$ cat src/hdl/msw_pkg.sv
// Package: shared constants, types and codes of the heartbeat watchdog.
`timescale 1ns / 1ps
package msw_pkg;

  // Table geometry
  localparam int SESSION_SLOTS = 8;
  localparam int AGE_BITS      = 16;

  // Fixed field widths
  localparam int CMD_BITS     = 2;
  localparam int SESSION_BITS = 3;
  localparam int CFG_BITS     = 16;
  localparam int CFG_IDX_BITS = 4;
  localparam int EXP_BITS     = 4;

  // Derived widths
  localparam int COUNT_BITS = $clog2(SESSION_SLOTS + 1);
  localparam int CMP_BITS   = (AGE_BITS > CFG_BITS) ? AGE_BITS : CFG_BITS;

  typedef enum logic [CMD_BITS-1:0] {
    CMD_TICK  = 2'd0,
    CMD_FEED  = 2'd1,
    CMD_UNREG = 2'd2
  } cmd_e;

  typedef enum logic [CFG_IDX_BITS-1:0] {
    REG_TIMEOUT = 4'd0,
    REG_PERIOD  = 4'd1
  } reg_idx_e;

  localparam logic [CFG_BITS-1:0] TIMEOUT_RESET = 16'd200;
  localparam logic [CFG_BITS-1:0] PERIOD_RESET  = 16'd50;

  // Slot table status toward the control logic
  typedef struct packed {
    logic                  present;   // some slot valid when the check looks
    logic                  survivor;  // some valid slot below the timeout
    logic                  any_active;
    logic [COUNT_BITS-1:0] removed;
  } slot_status_t;

endpackage

$ cat src/hdl/msw_if.sv
// Interfaces: command, result and configuration channels.
`timescale 1ns / 1ps

interface msw_cmd_if;
  import msw_pkg::*;
  logic                    valid;
  logic                    ready;
  logic [CMD_BITS-1:0]     command;
  logic [SESSION_BITS-1:0] session;
  modport source (output valid, command, session, input ready);
  modport sink   (input valid, command, session, output ready);
endinterface

interface msw_res_if;
  import msw_pkg::*;
  logic                valid;
  logic                ready;
  logic                heartbeat_pulse;
  logic                emergency_stop;
  logic                emergency_latched;
  logic                any_active;
  logic [EXP_BITS-1:0] expired_count;
  modport source (output valid, heartbeat_pulse, emergency_stop, emergency_latched,
                  any_active, expired_count, input ready);
  modport sink   (input valid, heartbeat_pulse, emergency_stop, emergency_latched,
                  any_active, expired_count, output ready);
endinterface

interface msw_cfg_if;
  import msw_pkg::*;
  logic                    valid;
  logic                    ready;
  logic [CFG_IDX_BITS-1:0] index;
  logic [CFG_BITS-1:0]     data;
  modport source (output valid, index, data, input ready);
  modport sink   (input valid, index, data, output ready);
endinterface

$ cat src/hdl/msw_check_timer.sv
// Check timer: counts ticks and flags when an expiry check is due.
`timescale 1ns / 1ps
module msw_check_timer
  import msw_pkg::*;
(
  input  logic                clk_i,
  input  logic                rst_ni,
  input  logic                tick_i,    // a tick transaction is processed now
  input  logic [CFG_BITS-1:0] period_i,
  output logic                check_o
);

  logic [CFG_BITS-1:0] cnt_q, cnt_d;
  logic [CFG_BITS-1:0] cnt_inc;
  logic [CFG_BITS-1:0] period;

  always_comb begin
    period  = (period_i == '0) ? CFG_BITS'(1) : period_i;
    cnt_inc = cnt_q + CFG_BITS'(1);  // wraps like the 16-bit counter
    check_o = tick_i && (cnt_inc >= period);
    cnt_d   = cnt_q;
    if (tick_i) begin
      cnt_d = check_o ? '0 : cnt_inc;
    end
  end

  always_ff @(posedge clk_i or negedge rst_ni) begin
    if (!rst_ni) begin
      cnt_q <= '0;
    end else begin
      cnt_q <= cnt_d;
    end
  end

endmodule

$ cat src/hdl/msw_slot_table.sv
// Slot table: per-slot valid bit and saturating age, aging and expiry compare.
`timescale 1ns / 1ps
module msw_slot_table
  import msw_pkg::*;
(
  input  logic                    clk_i,
  input  logic                    rst_ni,
  input  logic                    en_i,
  input  logic [CMD_BITS-1:0]     command_i,
  input  logic [SESSION_BITS-1:0] session_i,
  input  logic                    check_i,
  input  logic [CFG_BITS-1:0]     timeout_i,
  output slot_status_t            status_o
);

  localparam logic [AGE_BITS-1:0] AGE_TOP = '1;

  logic [SESSION_SLOTS-1:0] valid_q, valid_d;
  logic [AGE_BITS-1:0]      age_q [SESSION_SLOTS];
  logic [AGE_BITS-1:0]      age_d [SESSION_SLOTS];
  logic [SESSION_SLOTS-1:0] expire;
  logic [SESSION_SLOTS-1:0] hit;

  always_comb begin
    logic [AGE_BITS-1:0]   aged;
    logic [COUNT_BITS-1:0] removed;
    aged    = '0;
    removed = '0;
    valid_d = valid_q;
    for (int i = 0; i < SESSION_SLOTS; i++) begin
      hit[i]    = (int'(session_i) == i);
      expire[i] = 1'b0;
      age_d[i]  = age_q[i];
      case (cmd_e'(command_i))
        CMD_TICK: begin
          aged = (valid_q[i] && age_q[i] != AGE_TOP) ? age_q[i] + AGE_BITS'(1) : age_q[i];
          expire[i] = check_i && valid_q[i] &&
                      (CMP_BITS'(aged) >= CMP_BITS'(timeout_i));
          age_d[i]   = expire[i] ? '0 : aged;
          valid_d[i] = valid_q[i] && !expire[i];
        end
        CMD_FEED: begin
          if (hit[i]) begin
            valid_d[i] = 1'b1;
            age_d[i]   = '0;
          end
        end
        CMD_UNREG: begin
          if (hit[i]) begin
            valid_d[i] = 1'b0;
            age_d[i]   = '0;
          end
        end
        default: ;
      endcase
      removed = removed + COUNT_BITS'(expire[i]);
    end
    status_o.present    = |valid_q;
    status_o.survivor   = |(valid_q & ~expire);
    status_o.any_active = |valid_d;
    status_o.removed    = removed;
  end

  always_ff @(posedge clk_i or negedge rst_ni) begin
    if (!rst_ni) begin
      valid_q <= '0;
      for (int i = 0; i < SESSION_SLOTS; i++) begin
        age_q[i] <= '0;
      end
    end else if (en_i) begin
      valid_q <= valid_d;
      for (int i = 0; i < SESSION_SLOTS; i++) begin
        age_q[i] <= age_d[i];
      end
    end
  end

endmodule

$ cat src/hdl/multi_session_heartbeat_watchdog_core.sv
// Top level: multi-session heartbeat watchdog core.
`timescale 1ns / 1ps
//
//  Channel  Dir  Modport  Payload
//  cmd_i    in   sink     command[1:0], session[2:0]
//  res_o    out  source   heartbeat_pulse, emergency_stop, emergency_latched,
//                         any_active, expired_count[3:0]
//  cfg_i    in   sink     index[3:0] (0 timeout, 1 check period), data[15:0]
//
//  One transaction per cycle sustained while results are taken; each command passes
//  through the input register, then the result register.
//  All slots are compared against the timeout in parallel in the process stage.
//  Reset empties the table, clears the check counter and the emergency latch,
//  and loads timeout 200 and check period 50. No clearing pass is needed.
//  A stalled result holds the result register; the input register still takes
//  one more command, then cmd_i.ready drops until the result is taken.
//
module multi_session_heartbeat_watchdog_core
  import msw_pkg::*;
(
  input  logic        clk_i,
  input  logic        rst_ni,
  msw_cmd_if.sink     cmd_i,
  msw_res_if.source   res_o,
  msw_cfg_if.sink     cfg_i
);

  // Configuration registers; always ready
  logic [CFG_BITS-1:0] timeout_q, period_q;

  assign cfg_i.ready = 1'b1;

  always_ff @(posedge clk_i or negedge rst_ni) begin
    if (!rst_ni) begin
      timeout_q <= TIMEOUT_RESET;
      period_q  <= PERIOD_RESET;
    end else if (cfg_i.valid) begin
      case (reg_idx_e'(cfg_i.index))
        REG_TIMEOUT: timeout_q <= cfg_i.data;
        REG_PERIOD:  period_q  <= cfg_i.data;
        default: ;
      endcase
    end
  end

  // Input register
  logic                    in_valid_q;
  logic [CMD_BITS-1:0]     cmd_q;
  logic [SESSION_BITS-1:0] sess_q;
  logic                    advance;   // result register can take a new result
  logic                    process;   // buffered command is executed this cycle
  logic                    in_take;

  assign advance     = !res_o.valid || res_o.ready;
  assign process     = in_valid_q && advance;
  assign cmd_i.ready = !in_valid_q || advance;
  assign in_take     = cmd_i.valid && cmd_i.ready;

  always_ff @(posedge clk_i or negedge rst_ni) begin
    if (!rst_ni) begin
      in_valid_q <= 1'b0;
    end else if (in_take) begin
      in_valid_q <= 1'b1;
    end else if (process) begin
      in_valid_q <= 1'b0;
    end
  end

  always_ff @(posedge clk_i) begin
    if (in_take) begin
      cmd_q  <= cmd_i.command;
      sess_q <= cmd_i.session;
    end
  end

  // Process stage
  logic         is_tick, is_feed;
  logic         check;
  slot_status_t status;

  always_comb begin
    is_tick = (cmd_e'(cmd_q) == CMD_TICK);
    // session index must name an existing slot
    is_feed = (cmd_e'(cmd_q) == CMD_FEED) && (int'(sess_q) < SESSION_SLOTS);
  end

  msw_check_timer u_timer (
    .clk_i    (clk_i),
    .rst_ni   (rst_ni),
    .tick_i   (process && is_tick),
    .period_i (period_q),
    .check_o  (check)
  );

  msw_slot_table u_slots (
    .clk_i     (clk_i),
    .rst_ni    (rst_ni),
    .en_i      (process),
    .command_i (cmd_q),
    .session_i (sess_q),
    .check_i   (check),
    .timeout_i (timeout_q),
    .status_o  (status)
  );

  // Emergency latch: a check that empties a populated table fires once
  logic estop_q, estop_d;
  logic fire;

  always_comb begin
    fire    = check && status.present && !status.survivor && !estop_q;
    estop_d = estop_q;
    if (is_feed) begin
      estop_d = 1'b0;
    end else if (fire) begin
      estop_d = 1'b1;
    end
  end

  always_ff @(posedge clk_i or negedge rst_ni) begin
    if (!rst_ni) begin
      estop_q <= 1'b0;
    end else if (process) begin
      estop_q <= estop_d;
    end
  end

  // Result register
  logic                res_valid_q;
  logic                pulse_q, stop_q, latched_q, active_q;
  logic [EXP_BITS-1:0] expired_q;

  always_ff @(posedge clk_i or negedge rst_ni) begin
    if (!rst_ni) begin
      res_valid_q <= 1'b0;
    end else if (process) begin
      res_valid_q <= 1'b1;
    end else if (res_o.ready) begin
      res_valid_q <= 1'b0;
    end
  end

  always_ff @(posedge clk_i) begin
    if (process) begin
      pulse_q   <= is_feed;
      stop_q    <= fire;
      latched_q <= estop_d;
      active_q  <= status.any_active;
      expired_q <= EXP_BITS'(status.removed);
    end
  end

  assign res_o.valid             = res_valid_q;
  assign res_o.heartbeat_pulse   = pulse_q;
  assign res_o.emergency_stop    = stop_q;
  assign res_o.emergency_latched = latched_q;
  assign res_o.any_active        = active_q;
  assign res_o.expired_count     = expired_q;

endmodule
$ cat src/flat_wrapper.sv
// flat-port wrapper written by rule: the top's interface ports become plain ports
module multi_session_heartbeat_watchdog_core_flat import msw_pkg::*;
  (clk_i, rst_ni, cmd_i_valid, cmd_i_command, cmd_i_session, cmd_i_ready, res_o_valid, res_o_heartbeat_pulse, res_o_emergency_stop, res_o_emergency_latched, res_o_any_active, res_o_expired_count, res_o_ready, cfg_i_valid, cfg_i_index, cfg_i_data, cfg_i_ready);
  msw_cmd_if cmd_i_i ();
  msw_res_if res_o_i ();
  msw_cfg_if cfg_i_i ();
  input  logic clk_i;
  input  logic rst_ni;
  input wire logic [$bits(cmd_i_i.valid)-1:0] cmd_i_valid;
  input wire logic [$bits(cmd_i_i.command)-1:0] cmd_i_command;
  input wire logic [$bits(cmd_i_i.session)-1:0] cmd_i_session;
  output wire logic [$bits(cmd_i_i.ready)-1:0] cmd_i_ready;
  output wire logic [$bits(res_o_i.valid)-1:0] res_o_valid;
  output wire logic [$bits(res_o_i.heartbeat_pulse)-1:0] res_o_heartbeat_pulse;
  output wire logic [$bits(res_o_i.emergency_stop)-1:0] res_o_emergency_stop;
  output wire logic [$bits(res_o_i.emergency_latched)-1:0] res_o_emergency_latched;
  output wire logic [$bits(res_o_i.any_active)-1:0] res_o_any_active;
  output wire logic [$bits(res_o_i.expired_count)-1:0] res_o_expired_count;
  input wire logic [$bits(res_o_i.ready)-1:0] res_o_ready;
  input wire logic [$bits(cfg_i_i.valid)-1:0] cfg_i_valid;
  input wire logic [$bits(cfg_i_i.index)-1:0] cfg_i_index;
  input wire logic [$bits(cfg_i_i.data)-1:0] cfg_i_data;
  output wire logic [$bits(cfg_i_i.ready)-1:0] cfg_i_ready;
  assign cmd_i_i.valid = cmd_i_valid;
  assign cmd_i_i.command = cmd_i_command;
  assign cmd_i_i.session = cmd_i_session;
  assign cmd_i_ready = cmd_i_i.ready;
  assign res_o_valid = res_o_i.valid;
  assign res_o_heartbeat_pulse = res_o_i.heartbeat_pulse;
  assign res_o_emergency_stop = res_o_i.emergency_stop;
  assign res_o_emergency_latched = res_o_i.emergency_latched;
  assign res_o_any_active = res_o_i.any_active;
  assign res_o_expired_count = res_o_i.expired_count;
  assign res_o_i.ready = res_o_ready;
  assign cfg_i_i.valid = cfg_i_valid;
  assign cfg_i_i.index = cfg_i_index;
  assign cfg_i_i.data = cfg_i_data;
  assign cfg_i_ready = cfg_i_i.ready;
  multi_session_heartbeat_watchdog_core u_core (.clk_i(clk_i), .rst_ni(rst_ni), .cmd_i(cmd_i_i), .res_o(res_o_i), .cfg_i(cfg_i_i));
endmodule
$ cat config.mk
export PLATFORM = sky130hd
export DESIGN_NAME = multi_session_heartbeat_watchdog_core_flat
export DESIGN_NICKNAME = d
export VERILOG_FILES = /design/src/hdl/msw_pkg.sv /design/src/hdl/msw_if.sv /design/src/hdl/msw_check_timer.sv /design/src/hdl/msw_slot_table.sv /design/src/hdl/multi_session_heartbeat_watchdog_core.sv /design/src/flat_wrapper.sv
export SDC_FILE = /design/constraint.sdc
export NUM_CORES = 1
export LEC_CHECK = 0
export CAP_MARGIN = 10
export CORE_MARGIN = 4
export CORE_UTILIZATION = 30
export CTS_CLUSTER_SIZE = 12
export DETAILED_ROUTE_END_ITERATION = 10
export DONT_BUFFER_PORTS = 1
export SETUP_SLACK_MARGIN = 0.4
export SLEW_MARGIN = 10
export SYNTH_ARGS = -nofsm -noshare
export SYNTH_HDL_FRONTEND = slang
export SYNTH_SLANG_ARGS = --single-unit
$ cat constraint.sdc
create_clock -name clk_i -period 5.4 [get_ports clk_i]
set_input_delay 1.62 -clock clk_i [delete_from_list [all_inputs] [get_ports clk_i]]
set_output_delay 1.62 -clock clk_i [all_outputs]
set_load 0.1 [all_outputs]
==> flow_summary.ini <==
[outcome]
status = complete, but fails checks
violations = negative setup slack

[power_and_ir_drop]
pwr-share-comb_pct = 30.5
powerDensity_nw_per_um2 = 254
p_switching_mw = 1.69
p_int_mw = 2.86
seqPwrFrac_pct = 39.9
p_leak_nw = 8.34
peakVddDrop_mv = 0.244
switching_share_pct = 37.1
total_power_mw = 4.54
p_clk_share_pct = 29.6

[sta]
setup_ws_ns = -0.247
fin_setup_tns_ns = -0.435
tightest_slew_ns = 1.15
drv_slew = 0
fmaxAchievable_mhz = 177
setup_violations = 2
finClkSkew_ns = 0.0212
post-route-period-util_pct = 105
relSlewSlack_pct = 22.2
hold_viol = 0
rsz0062_at_grt = true
finalCriticalPeriod_ns = 5.65

[logic_synthesis]
synth-seq-cells = 200
async_reset_ff_share_pct = 93.5
synth_edf_count = 13
netlist_instances = 1609
synth_area_leader_cell = dfrtp_1
yosysWarningCount = 0
ys.flop_type = dfrtp_1
yosysUniqueCellTypes = 80
seq_area_frac_synth_pct = 34.7
synth_top_area_share_pct = 30.9
netlist_area_um2 = 14600
syn_avg_cell_area_um2 = 9.10
synthTopCellsByArea = dfrtp_1 31%, ha_1 14%, xnor2_1 5.1%
synthTopCellsByCount = 181 x dfrtp_1, 180 x nand2_1, 160 x ha_1, 101 x o21ai_0, 87 x a21oi_1
synth_fp_nets = 1803
synth.most_common_cell = dfrtp_1

[detailed_routing]
drtAntennaViolNets = 0
post_drt_wl_per_cell_um = 18.1
firstDrtPassIters = 8
route.vias.total = 13100
viasPerCell = 5.45
drt_iter0_markers = 1058
drc = 0
wl_um = 43700

[cells_and_area]
drive_gt1_share_pct = 21.1
fin_nets = 1979
n_fill_cell = 4679
diodes = 0
finalNonFillerCells = 2413
area_growth_pct = 22.0
finish.utilization_pct = 37.2

[cts]
cts_tree = built
hold_buffers = 0
cts_buffers = 17
htree_levels = 4
clk_pin_slew_ns = 0.09
clock_latency_ns = 0.48
cts_buffer_depth = 2
cts_root_buf = clkbuf_16
cts_sinks = 200

[worst_hold_path]
whs_path_depth = 1
min_to = u_core.res_o.valid$_DFFE_PN0P_
min-delay-start = u_core.in_valid_q$_DFFE_PN0P_
hold_class = reg -> reg

[worst_setup_path]
required_ns = 5.65
worstSetupPathType = reg -> reg
start_kind = register
r2r-start = u_core.u_slots.age_q[104]$_DFFE_PN0P_
r2r_cells = 20
r2r-end = u_core.res_o.expired_count[1]$_DFFE_PP_
worstPathMaxFanout = 4
r2r_slack_ns = -0.25
endpoint_kind = register
arrival_ns = 5.89

[grt]
grt-ovfl-total = 0
grt_usage_pct = 16.3
antenna_found_initial = 0
grt_pass1_vias = 12600
grt_max_degree = 188
grt_pass1_wl_um = 69000

[floorplan]
initial_utilization_pct = 30.5
core_um2 = 47900
die_h_um = 229
pin_count = 41
row_count = 80
die_x_um = 229
dieArea_um2 = 52400

[placed_design]
dp_hpwl_um = 31800
dp_cells = 2358
numPortBuffers = 0
place_ws_ns = -0.240
routabilityCongestion = 0.877

[run]
drv_cap = 0
## cells in the final DEF (no fill, tap or decap), drive strengths merged, types with 48 or more instances in the layout
master,n
a22o,56
a21oi,88
ha,160
o21ai,107
xor2,48
nand2,180
a31oi,58
nand3,60
dfrtp,181
inv,81
nand4,52
buf,218
nor2,80
xnor2,86
## logic make-up after synthesis
group / synth area share, %
simple gates: 17.6
compound gates: 19.8
flops: 34.7
fa+ha+maj: 14.2
buf+inv: 3.81
xor+xnor: 8.02
mux: 1.83
other cells: 0.0256
## metal layers
layer  global-route usage (%)  share of wire [%]  wire (µm)
met5                        0                  0          0
met2                     25.9                 46      20000
met3                     2.62                5.4       2360
met1                     22.8                 46      20000
met4                     5.53                2.9       1260
## flip-flops by register name, summed over array words and instances (netlist names)
register                        count
u_core.u_slots.valid_q              8
u_core.res_o.emergency_stop         1
u_core.sess_q                       3
u_core.res_o.expired_count          4
u_core.res_o.heartbeat_pulse        1
u_core.res_o.emergency_latched      1
u_core.res_o.any_active             1
u_core.res_o.valid                  1
u_core.period_q                    16
u_core.in_valid_q                   1
u_core.u_slots.age_q              128
u_core.timeout_q                   16
u_core.estop_q                      1
u_core.cmd_q                        2
u_core.u_timer.cnt_q               16
## how the worst max path moves through the flow
| stage | startpoint | end | slack, ns | cells past startpoint |
|---|---|---|---|---|
| floorplan | u_core.u_slots.age_q[102]$_DFFE_PN0P_ | u_core.res_o.expired_count[1]$_DFFE_PP_ | -0.01 | 22 |
| global placement | u_core.u_slots.age_q[105]$_DFFE_PN0P_ | u_core.res_o.expired_count[1]$_DFFE_PP_ | -0.15 | 22 |
| detailed placement | u_core.u_slots.age_q[105]$_DFFE_PN0P_ | u_core.res_o.expired_count[2]$_DFFE_PP_ | -0.24 | 22 |
| CTS | u_core.u_slots.age_q[105]$_DFFE_PN0P_ | u_core.res_o.expired_count[2]$_DFFE_PP_ | -0.12 | 22 |
| global route | u_core.u_slots.age_q[104]$_DFFE_PN0P_ | u_core.res_o.expired_count[1]$_DFFE_PP_ | -0.41 | 23 |
| finish | u_core.u_slots.age_q[104]$_DFFE_PN0P_ | u_core.res_o.expired_count[1]$_DFFE_PP_ | -0.25 | 20 |
## through the flow
| stage | hold slack (ns) | instance area, µm² |
|---|---|---|
| global placement | 0.469 | 16700 |
| detailed placement | 0.479 | 16700 |
| finish | 0.498 | 17900 |
| floorplan | 0.457 | 14700 |
| CTS | 0.497 | 17600 |
| global route | 0.510 | 17900 |
## critical path: stages, from the launching register on
cell and delay, ns:
dfrtp_1 0.36, and4_4 0.23, nand4_1 0.22, o41ai_4 0.44, buf_4 0.20, mux2_2 0.35, ha_1 0.28, a21oi_1 0.20
o21ai_1 0.13, a211oi_2 0.29, or3_4 0.21, nor2_4 0.04, fa_1 0.57, inv_2 0.05, fa_1 0.51, inv_2 0.05
fa_2 0.59, ha_4 0.14, inv_2 0.04, fa_2 0.52, inv_2 0.03
## power by group through the flow
stage	clock, mW	combinational [mW]	sequential, mW
CTS	1.39	1.35	1.81
detailed placement	0	1.32	1.84
finish	1.35	1.38	1.81
global route	1.44	1.55	1.83
global placement	0	1.28	1.83
floorplan	0	0.785	1.81
## timing repair
action | in CTS | in global routing
buffers inserted | 14 | 9
pin swaps | 27 | 44
gates resized for setup | 33 | 44
endpoints found under the setup margin | 4 | 14
## cell type report
type | count | area, µm² | share of cell area, %
clock inverter | 15 | 194 | 1.09
sequential | 200 | 5080 | 28.4
inverter | 74 | 278 | 1.56
tap | 615 | 769 | 4.31
multi-input combinational | 1274 | 9470 | 53.0
timing repair buffer | 218 | 1640 | 9.19
clock buffer | 17 | 425 | 2.38
(Power assumes the default switching activity.)
